--- src/sv/sem_pkg.sv ---
`timescale 1ns / 1ps

package sem_pkg;

	localparam int MAX_WIDTH  = 2048;
	localparam int COL_W      = $clog2(MAX_WIDTH);
	localparam int CNT_W      = COL_W + 1;
	localparam int FW_W       = 12;
	localparam int ROW_W      = 16;
	localparam int CFG_W      = 16;
	localparam int PIX_W      = 24;
	localparam int ROOT_BITS  = 8;
	// gx/gy, squares, sum, then one stage per root bit
	localparam int LANE_DEPTH = 3 + ROOT_BITS;

	localparam logic [FW_W-1:0]  WIDTH_RESET  = 12'd640;
	localparam logic [ROW_W-1:0] HEIGHT_RESET = 16'd480;

	typedef enum logic [0:0] {
		REG_FRAME_WIDTH  = 1'b0,
		REG_FRAME_HEIGHT = 1'b1
	} reg_idx_t;

	typedef logic [PIX_W-1:0] rgb_t;
	// vertical column of the window: 0 top, 1 center row, 2 bottom
	typedef logic [2:0][PIX_W-1:0] col_t;

	typedef struct packed {
		logic valid;
		logic last;
		col_t left;
		col_t center;
		col_t right;
	} win_t;

	typedef struct packed {
		logic valid;
		logic last;
	} ctl_t;

endpackage

--- src/sv/sem_lane.sv ---
`timescale 1ns / 1ps

module sem_lane (
	input  logic            clk,
	input  logic            adv,
	input  logic [8:0][7:0] px,
	output logic [7:0]      mag
);

	localparam int RB = sem_pkg::ROOT_BITS;

	logic [9:0] pos_x, neg_x, pos_y, neg_y;
	logic signed [10:0] gx_s1, gy_s1;
	logic signed [21:0] gx2, gy2;
	logic [20:0] sqx_s2, sqy_s2;
	logic [21:0] sum;

	// index 0 is the sum stage, index k the stage deciding root bit RB-k
	logic [15:0]   val_s3 [RB+1];
	logic [15:0]   sq_s3  [RB+1];
	logic [RB-1:0] rt_s3  [RB+1];
	logic          sat_s3 [RB+1];

	assign pos_x = {2'b0, px[2]} + {1'b0, px[5], 1'b0} + {2'b0, px[8]};
	assign neg_x = {2'b0, px[0]} + {1'b0, px[3], 1'b0} + {2'b0, px[6]};
	assign pos_y = {2'b0, px[6]} + {1'b0, px[7], 1'b0} + {2'b0, px[8]};
	assign neg_y = {2'b0, px[0]} + {1'b0, px[1], 1'b0} + {2'b0, px[2]};

	always_ff @(posedge clk) begin
		if (adv) begin
			gx_s1 <= $signed({1'b0, pos_x}) - $signed({1'b0, neg_x});
			gy_s1 <= $signed({1'b0, pos_y}) - $signed({1'b0, neg_y});
		end
	end

	assign gx2 = gx_s1 * gx_s1;
	assign gy2 = gy_s1 * gy_s1;

	always_ff @(posedge clk) begin
		if (adv) begin
			sqx_s2 <= gx2[20:0];
			sqy_s2 <= gy2[20:0];
		end
	end

	assign sum = {1'b0, sqx_s2} + {1'b0, sqy_s2};

	always_ff @(posedge clk) begin
		if (adv) begin
			val_s3[0] <= sum[15:0];
			sat_s3[0] <= sum[21:16] != '0;
			sq_s3[0]  <= '0;
			rt_s3[0]  <= '0;
		end
	end

	for (genvar k = 1; k <= RB; k++) begin : g_root
		localparam int B = RB - k;
		logic [17:0] cand;
		// (r + 2^B)^2 = r^2 + r*2^(B+1) + 2^(2B)
		assign cand = {2'b0, sq_s3[k-1]} + ({10'b0, rt_s3[k-1]} << (B + 1))
			+ (18'd1 << (2 * B));
		always_ff @(posedge clk) begin
			if (adv) begin
				val_s3[k] <= val_s3[k-1];
				sat_s3[k] <= sat_s3[k-1];
				if (cand <= {2'b0, val_s3[k-1]}) begin
					rt_s3[k] <= rt_s3[k-1] | RB'(1 << B);
					sq_s3[k] <= cand[15:0];
				end else begin
					rt_s3[k] <= rt_s3[k-1];
					sq_s3[k] <= sq_s3[k-1];
				end
			end
		end
	end

	assign mag = sat_s3[RB] ? 8'hFF : rt_s3[RB];

endmodule

--- config.mk ---
export PLATFORM = sky130hd
export DESIGN_NAME = sem_lane
export DESIGN_NICKNAME = d
export VERILOG_FILES = /design/src/sv/sem_pkg.sv /design/src/sv/sem_lane.sv
export SDC_FILE = /design/constraint.sdc
export NUM_CORES = 1
export LEC_CHECK = 0
export ABC_AREA = 1
export BUFFER_PORTS_ARGS = -buffer_cell sky130_fd_sc_hd__buf_4
export CAP_MARGIN = 20
export CORE_MARGIN = 2
export CORE_UTILIZATION = 40
export CTS_CLUSTER_DIAMETER = 40
export DETAILED_ROUTE_END_ITERATION = 8
export MAX_ROUTING_LAYER = met4
export SLEW_MARGIN = 20
export SYNTH_ARGS = -nofsm -noshare
export SYNTH_HDL_FRONTEND = slang
export SYNTH_SLANG_ARGS = --single-unit
--- constraint.sdc ---
create_clock -name clk -period 6.45 [get_ports clk]
set_clock_uncertainty 0.15 [all_clocks]
set_input_delay 1.29 -clock clk [delete_from_list [all_inputs] [get_ports clk]]
set_output_delay 1.29 -clock clk [all_outputs]
set_load 0.005 [all_outputs]
==> results.sh, run 1 <==
export IMPL_status="complete, no violations"
export IMPL_timing_final_crit_period_ns=5.67
export IMPL_fmax_ghz=0.176
export IMPL_clkTransAtPathRegs_ns=0.06
export IMPL_cts_tree="built"
export IMPL_gp_congestion=0.906
export IMPL_drc=0
export IMPL_root_buffer="clkbuf_16"
export IMPL_grt_use_total_pct=16.1
export IMPL_slew_headroom_pct=53.7
export IMPL_min_path_type="reg -> reg"
export IMPL_fin_area_mm2=0.0271
export IMPL_postCtsResizedCells=0
export IMPL_gr_total_overflow=0
export IMPL_synth_edff_count=284
export IMPL_syn2layout_area_growth_pct=12.7
export IMPL_ys_seq_elements=284
export IMPL_fin_tns_setup_ns=0
export IMPL_grt_max_degree=111
export IMPL_synth_most_common_cell="inv_1"
export IMPL_syn_num_nets=2987
export IMPL_syn_area_mm2=0.0241
export IMPL_fillerInstances=5611
export IMPL_cts_buffer_depth=3
export IMPL_rr_endpoint="sqx_s2[17]"
export IMPL_min_from="val_s3[0][5]"
export IMPL_finalWirelength_um=46600
export IMPL_netlist_area_leader_share_pct=35.4
export IMPL_worst_pin_slew_ns=0.695
export IMPL_vias=15900
export IMPL_grt_setup_unrepaired="false"
export IMPL_postCtsSetupRepairBufs=0
export IMPL_period_share_pct=87.9
export IMPL_netlist_instances=2440
export IMPL_die_area_mm2=0.0621
export IMPL_coreArea_mm2=0.0592
export IMPL_ys_warn_count=0
export IMPL_drv_cap=0
export IMPL_ctsHoldBuffers=0
export IMPL_critPathMaxFanout=13
export IMPL_synth_area_leader_cell="edfxtp_1"
export IMPL_layout_drive_gt1_share_pct=7.72
export IMPL_critical_path_class="reg -> reg"
export IMPL_cts_sinks=284
export IMPL_grt_pass1_wl_um=79500
export IMPL_cts_buffers=47
export IMPL_drtIter0Drc=748
export IMPL_required_ns=6.62
export IMPL_synth_async_reset_ratio_pct=0
export IMPL_htreeDepth=2
export IMPL_crit_path_end_kind="flip-flop"
export IMPL_yosysUniqueCellTypes=45
export IMPL_vias_per_cell=4.76
export IMPL_io_buffer_count=73
export IMPL_grt_pass1_vias=17200
export IMPL_ys_flop_type="edfxtp_1"
export IMPL_drv_slew=0
export IMPL_chipHeight_um=249
export IMPL_first_pass_iters=5
export IMPL_finalWorstSetupSlack_ns=0.781
export IMPL_ant_nets=0
export IMPL_start_util_pct=40.6
export IMPL_ys_top_cells_by_count="605 x inv_1, 426 x nand2_1, 284 x edfxtp_1"
export IMPL_antenna_cells=0
export IMPL_min_to="val_s3[0][21]"
export IMPL_clk_latency_ns=0.56
export IMPL_ys_seq_area_share_pct=35.4
export IMPL_antenna_found_initial=0
export IMPL_place_area_mm2=0.0255
export IMPL_hold_viol_final=0
export IMPL_worstHoldPathCells=0
export IMPL_cp_start_kind="flip-flop"
export IMPL_post_place_ws_ns=0.798
export IMPL_avgSynthCellArea_um2=9.86
export IMPL_rows=89
export IMPL_synth_area_leaders="edfxtp_1 35%, fa_1 22%, ha_1 11%"
export IMPL_die_x_um=249
export IMPL_final_nets=3074
export IMPL_rr_startpoint="gx_s1[10]"
export IMPL_wl_per_cell_um=14.0
export IMPL_reg2reg_slack_ns=0.78
export IMPL_hpwl_um=37900
export IMPL_io_pins=82
export IMPL_finalSetupViolCount=0
export IMPL_r2r_cells=17
export IMPL_arrival_ns=5.84
[cell usage in the layout (no fill, tap or decap), types with 4 or more instances in the layout]
cell type,count
a21o_1,9
a21oi_1,98
a31oi_1,8
buf_4,76
bufinv_16,6
clkbuf_1,4
clkbuf_16,47
clkinv_1,8
clkinv_2,5
edfxtp_1,284
fa_1,263
ha_1,210
inv_1,605
inv_2,11
inv_6,7
inv_8,4
nand2_1,426
nand2_2,4
nand3_1,70
nand3b_1,6
nand4_1,47
nor2_1,110
nor3_1,16
nor4_1,16
o21ai_0,22
o21ai_1,25
o21bai_1,7
or2_2,15
xnor2_1,34
xor2_1,82
[flip-flops by register name (all words and copies together) (netlist names)]
| name | cells |
|---|---|
| sqy_s2 | 20 |
| sat_s3 | 9 |
| sqx_s2 | 20 |
| gy_s1 | 11 |
| gx_s1 | 11 |
| rt_s3 | 36 |
| sq_s3 | 49 |
| val_s3 | 128 |
[per-layer routing]
layer / global-route usage (%) / vias up / part of all wire [%]
met2: 30.1 / 253 / 55
li1: - / 7856 / -
met5: - / - / 0
met4: 5.89 / 0 / 3.3
met1: 17.0 / 7697 / 38
met3: 2.42 / 85 / 3.7
[cell families (layout without fill, tap and decap cells)]
family	Yosys count	in the layout	share of synthesized area, %
AO/OA/AOI/OAI	184	184	4.23
buffers and inverters	658	784	10.3
flip-flops	284	284	35.4
XOR/XNOR	116	116	4.22
adder cells (fa/ha/maj)	473	473	32.8
AND/OR/NAND/NOR	725	725	13.0
[worst max path at each step]
stage	from	to	slack [ns]	depth (start not counted)
global placement	gy_s1[10]	sqy_s2[20]	0.76	19
CTS	gx_s1[10]	sqx_s2[17]	0.76	17
floorplan	gy_s1[10]	sqy_s2[20]	1.15	21
finish	gx_s1[10]	sqx_s2[17]	0.78	17
global route	gy_s1[10]	sqy_s2[19]	0.42	17
detailed placement	gx_s1[10]	sqx_s2[17]	0.80	17
[through the flow]
| step | std cells | utilization (%) | hold slack [ns] |
|---|---|---|---|
| global placement | 3251 | 43.0 | 0.251 |
| CTS | 3339 | 45.8 | 0.258 |
| floorplan | 2440 | - | 0.250 |
| global route | 3339 | 45.8 | 0.272 |
| finish | 3339 | 45.8 | 0.260 |
| detailed placement | 3251 | 43.0 | 0.255 |
[worst max-delay path, stage by stage, from the launching register on]
cell	delay, ns
edfxtp_1	0.67
inv_2	0.19
or2_2	0.33
fa_1	0.54
inv_1	0.06
fa_1	0.50
fa_1	0.52
fa_1	0.54
inv_1	0.05
fa_1	0.53
inv_1	0.04
ha_1	0.35
a21oi_1	0.25
o21ai_0	0.16
a211oi_1	0.32
nand2_1	0.09
nand2_1	0.06
nand2_1	0.05
[layout make-up]
type,instances,area [um2],area share [%]
Multi-Input combinational cell,1498,13100,48.1
Clock buffer,51,1190,4.39
Inverter,617,2320,8.54
Sequential cell,284,8530,31.4
Clock inverter,37,440,1.62
Tap cell,773,967,3.57
Timing Repair Buffer,79,626,2.31
Power of run 1 is left out: the tool's default activity adds up to more than one toggle a clock period on the data nets, which glitch-free logic cannot reach.
==> inputs of run 2 (changes only) <==
==> constraint.sdc (replaced) <==
create_clock -name clk -period 5.7 [get_ports clk]
set_clock_uncertainty 0.15 [all_clocks]
set_input_delay 1.14 -clock clk [delete_from_list [all_inputs] [get_ports clk]]
set_output_delay 1.14 -clock clk [all_outputs]
set_load 0.005 [all_outputs]
==> run 2 against run 1 <==
Compared with the run above: critical endpoint is now sqy_s2[20]; cell area rose by 0.33%; fmax is 4.8% higher; register-to-register slack worse by 0.49 ns; critical path type unchanged.
==> results.sh, run 2 (synthesis gave the netlist of run 1 again) <==
export IMPL_final_cells=3364
export IMPL_crit_path_end_kind="flip-flop"
export IMPL_drv_slew=0
export IMPL_grt_max_degree=105
export IMPL_clk_latency_ns=0.58
export IMPL_syn2layout_area_growth_pct=13.1
export IMPL_clkTransAtPathRegs_ns=0.05
export IMPL_multi_input_area_mm2=0.0131
export IMPL_gp_congestion=0.885
export IMPL_vias_per_cell=4.78
export IMPL_required_ns=5.84
export IMPL_slew_headroom_pct=42.5
export IMPL_root_buffer="clkbuf_16"
export IMPL_finalWirelength_um=48600
export IMPL_cts_tree="built"
export IMPL_antenna_cells=0
export IMPL_drtIter0Drc=716
export IMPL_gr_total_overflow=0
export IMPL_timing_final_crit_period_ns=5.41
export IMPL_worst_pin_slew_ns=0.854
export IMPL_period_share_pct=94.9
export IMPL_critical_path_class="reg -> reg"
export IMPL_drv_cap=0
export IMPL_htreeDepth=2
export IMPL_crit_cells=19
export IMPL_cts_sinks=284
export IMPL_rr_endpoint="sqy_s2[20]"
export IMPL_antenna_found_initial=0
export IMPL_ant_nets=0
export IMPL_dp_cells=3272
export IMPL_reg_top3="val_s3 (128), sq_s3 (49), rt_s3 (36)"
export IMPL_rows=89
export IMPL_wl_per_cell_um=14.4
export IMPL_status="complete, no violations"
export IMPL_cts_buffers=42
export IMPL_coreArea_mm2=0.0592
export IMPL_post_route_util_pct=45.9
export IMPL_chipHeight_um=249
export IMPL_path_cells="inv_1 > or2_2 > fa_1 > inv_1 > fa_1 > fa_1 > fa_1 > inv_1 > fa_1 > inv_1 > ha_1 > nand2_1 > nor2_1 > nand3_1 > nand4_1 > a21oi_1 > inv_1 > nand2_1 > nand2_1"
export IMPL_grt_use_total_pct=16.5
export IMPL_hpwl_um=39700
export IMPL_hold_viol_final=0
export IMPL_max_stage_delay_ns=0.55
export IMPL_mostFrequentLayoutCell="inv_1"
export IMPL_fin_tns_setup_ns=0
export IMPL_grt_pass1_vias=17000
export IMPL_cp_start_kind="flip-flop"
export IMPL_fmax_ghz=0.185
export IMPL_die_x_um=249
export IMPL_reg2reg_slack_ns=0.29
export IMPL_final_nets=3105
export IMPL_drc=0
export IMPL_top_register="val_s3"
export IMPL_first_pass_iters=6
export IMPL_register_area_mm2=0.00853
export IMPL_cp_num_buf_inv=5
export IMPL_crit_start="gy_s1[10]"
export IMPL_fin_area_mm2=0.0272
export IMPL_r2r_cells=19
export IMPL_layout_drive_gt1_share_pct=8.88
export IMPL_fillerInstances=5546
export IMPL_io_buffer_count=73
export IMPL_die_area_mm2=0.0621
export IMPL_min_to="sat_s3[2][1]"
export IMPL_place_area_mm2=0.0256
export IMPL_critPathSlowestCell="fa_1"
export IMPL_cts_buffer_depth=3
export IMPL_min_path_type="reg -> reg"
export IMPL_min_from="sat_s3[2][0]"
export IMPL_largest_reg_flops=128
export IMPL_worstHoldPathCells=0
export IMPL_finalSetupViolCount=0
export IMPL_vias=16100
export IMPL_critPathMaxFanout=8
export IMPL_grt_pass1_wl_um=80800
export IMPL_crit_family="adder cells"
export IMPL_layout_common_cells="605 x inv_1, 426 x nand2_1, 284 x edfxtp_1"
export IMPL_io_pins=82
export IMPL_rr_startpoint="gy_s1[10]"
export IMPL_start_util_pct=40.6
export IMPL_arrival_ns=5.56
==> run 2: worst max-delay path by stage <==
stage	to	slack, ns
after detailed placement	sqx_s2[20]	0.22
after CTS	sqx_s2[17]	0.19
final	sqy_s2[20]	0.29
after global routing	sqx_s2[18]	-0.00002
after floorplan	sqy_s2[20]	0.40
after global placement	sqx_s2[20]	0.23
==> run 2: what timing repair did <==
item / CTS / global route
hold buffers: 0 / 0
setup buffers: 0 / 15
endpoints found under the setup margin: 0 / 5
gates resized for setup: 0 / 2
==> run 2: final cells by class <==
type	count	share of cell area [%]
multi-input combinational	1498	48.0
timing repair buffer	115	3.20
clock inverter	34	1.52
sequential	284	31.3
inverter	617	8.51
tap	773	3.55
clock buffer	43	3.88
==> run 2: through the flow <==
step	setup WS [ns]	hold slack [ns]
final	0.289	0.247
after global placement	0.231	0.251
after detailed placement	0.216	0.255
after global routing	-0.0000178	0.262
after floorplan	0.404	0.250
after CTS	0.194	0.247
==> run 2: routing by layer <==
metal | vias to the layer above | share of wire (%) | GRT usage (%)
li1 | 7915 | - | -
met1 | 7797 | 39 | 17.3
met2 | 277 | 55 | 31.2
met3 | 84 | 3.8 | 2.65
met4 | 0 | 2.9 | 5.59
met5 | - | 0 | -
Power of run 2 is left out for the same reason.
==> inputs of run 3 (changes only) <==
==> constraint.sdc (replaced) <==
create_clock -name clk -period 5.9 [get_ports clk]
set_clock_uncertainty 0.15 [all_clocks]
set_input_delay 1.18 -clock clk [delete_from_list [all_inputs] [get_ports clk]]
set_output_delay 1.18 -clock clk [all_outputs]
set_load 0.005 [all_outputs]
==> run 3 against run 2 <==
Compared with the run above: cell area fell by 0.96%; first-iteration DRC count is 4.6% higher; core utilization down 0.44 points; die area is the same; via count is 1.3% lower; worst setup slack gained 0.11 ns; cell count shrank 0.74%; register-to-register slack improved by 0.11 ns; fmax fell by 1.7%; global-route usage shrank 0.12 points.
==> results.sh, run 3 (synthesis gave the netlist of run 1 again) <==
export IMPL_top_register="val_s3"
export IMPL_met2_usage_pct=30.4
export IMPL_postCtsSetupRepairBufs=0
export IMPL_timing_final_crit_period_ns=5.50
export IMPL_met1_usage_pct=17.2
export IMPL_clk_latency_ns=0.57
export IMPL_vias=15900
export IMPL_min_path_type="reg -> reg"
export IMPL_critPathMaxFanout=7
export IMPL_first_pass_iters=6
export IMPL_hold_viol_final=0
export IMPL_coreArea_mm2=0.0592
export IMPL_htreeDepth=2
export IMPL_status="complete, no violations"
export IMPL_rows=89
export IMPL_required_ns=6.06
export IMPL_finalSetupViolCount=0
export IMPL_endpoint="sqx_s2[20]"
export IMPL_period_share_pct=93.3
export IMPL_io_buffer_count=73
export IMPL_cts_buffer_depth=3
export IMPL_reg_top3="val_s3 (128), sq_s3 (49), rt_s3 (36)"
export IMPL_rr_startpoint="gx_s1[10]"
export IMPL_postCtsResizedCells=0
export IMPL_grt_pass1_vias=17200
export IMPL_grt_max_degree=119
export IMPL_cts_sinks=284
export IMPL_drv_cap=0
export IMPL_worst_pin_slew_ns=0.975
export IMPL_chipHeight_um=249
export IMPL_finalWirelength_um=47200
export IMPL_crit_start="gx_s1[10]"
export IMPL_layout_drive_gt1_share_pct=7.79
export IMPL_fin_tns_setup_ns=0
export IMPL_crit_path_end_kind="flip-flop"
export IMPL_clkTransAtPathRegs_ns=0.06
export IMPL_final_nets=3081
export IMPL_largest_reg_flops=128
export IMPL_cts_buffers=41
export IMPL_grt_use_total_pct=16.4
export IMPL_vias_per_cell=4.75
export IMPL_wl_per_cell_um=14.1
export IMPL_start_util_pct=40.6
export IMPL_rr_endpoint="sqx_s2[20]"
export IMPL_syn2layout_area_growth_pct=12.0
export IMPL_r2r_cells=21
export IMPL_hpwl_um=38900
export IMPL_fmax_ghz=0.182
export IMPL_grt_setup_unrepaired="false"
export IMPL_drv_slew=0
export IMPL_grt_pass1_wl_um=80700
export IMPL_io_pins=82
export IMPL_busiest_layer="met2"
export IMPL_arrival_ns=5.66
export IMPL_ant_nets=0
export IMPL_cp_start_kind="flip-flop"
export IMPL_ctsHoldBuffers=0
export IMPL_cts_tree="built"
export IMPL_gp_congestion=0.911
export IMPL_gr_total_overflow=0
export IMPL_critical_path_class="reg -> reg"
export IMPL_drc=0
export IMPL_reg2reg_slack_ns=0.40
export IMPL_antenna_found_initial=0
export IMPL_slew_headroom_pct=35.0
export IMPL_root_buffer="clkbuf_16"
export IMPL_die_area_mm2=0.0621
export IMPL_drtIter0Drc=749
export IMPL_antenna_cells=0
export IMPL_mostFrequentLayoutCell="inv_1"
export IMPL_layout_common_cells="605 x inv_1, 426 x nand2_1, 284 x edfxtp_1"
export IMPL_die_x_um=249
export IMPL_use_met3_pct=2.46
-- run 3: cell types whose count changed in the layout (fill, tap and decap cells not counted), sizes merged --
| cell | change |
|---|---|
| buf | -23 |
| clkinvlp | -3 |
| clkbuf | +4 |
| bufinv | -3 |
-- run 3: layout make-up --
type,instances,area (um2)
Clock buffer,47,1050
Clock inverter,28,314
Fill cell,5607,32300
Inverter,617,2320
Multi-Input combinational cell,1498,13100
Sequential cell,284,8530
Tap cell,773,967
Timing Repair Buffer,92,723
-- run 3: worst min-delay path by stage --
stage,start,endpoint,slack (ns),cells past startpoint
global placement,val_s3[0][1],val_s3[0][17],0.25,0
finish,sat_s3[1][0],sat_s3[1][1],0.27,0
global route,val_s3[0][8],val_s3[0][24],0.27,0
floorplan,sat_s3[0][0],sat_s3[0][1],0.25,0
detailed placement,sat_s3[1][1],sat_s3[2][0],0.25,0
CTS,sat_s3[1][1],sat_s3[2][0],0.26,0
-- run 3: per-layer routing --
metal / vias to the layer above / wire length, um
li1: 7854 / -
met1: 7593 / 17900
met2: 307 / 25300
met3: 111 / 1980
met4: 0 / 2110
met5: - / 0
-- run 3: worst max-delay path, stage by stage (launching register included) --
cell      delay (ns)
edfxtp_1        0.51
buf_4           0.23
nand2_1         0.06
inv_1           0.08
fa_1            0.72
inv_1           0.12
fa_1            0.54
inv_1           0.05
fa_1            0.47
fa_1            0.54
inv_1           0.05
fa_1            0.52
inv_1           0.04
ha_1            0.34
nand2_1         0.12
nor2_1          0.17
inv_1           0.07
nor2_1          0.10
nand2_1         0.08
nand4_1         0.12
nand3b_1        0.12
nand2_1         0.06
-- run 3: through the flow --
stage          setup slack, ns  instance area [um2]  utilization (%)  cells  hold slack [ns]
6_report                 0.397                27000             45.5   3339            0.266
5_1_grt                 0.0570                27000             45.5   3339            0.269
4_1_cts                  0.394                27000             45.5   3339            0.261
3_5_place_dp             0.414                25600             43.2   3264            0.255
3_3_place_gp             0.397                25600             43.2   3264            0.251
2_1_floorplan            0.604                24100                -   2440            0.250
Power of run 3 is left out for the same reason.
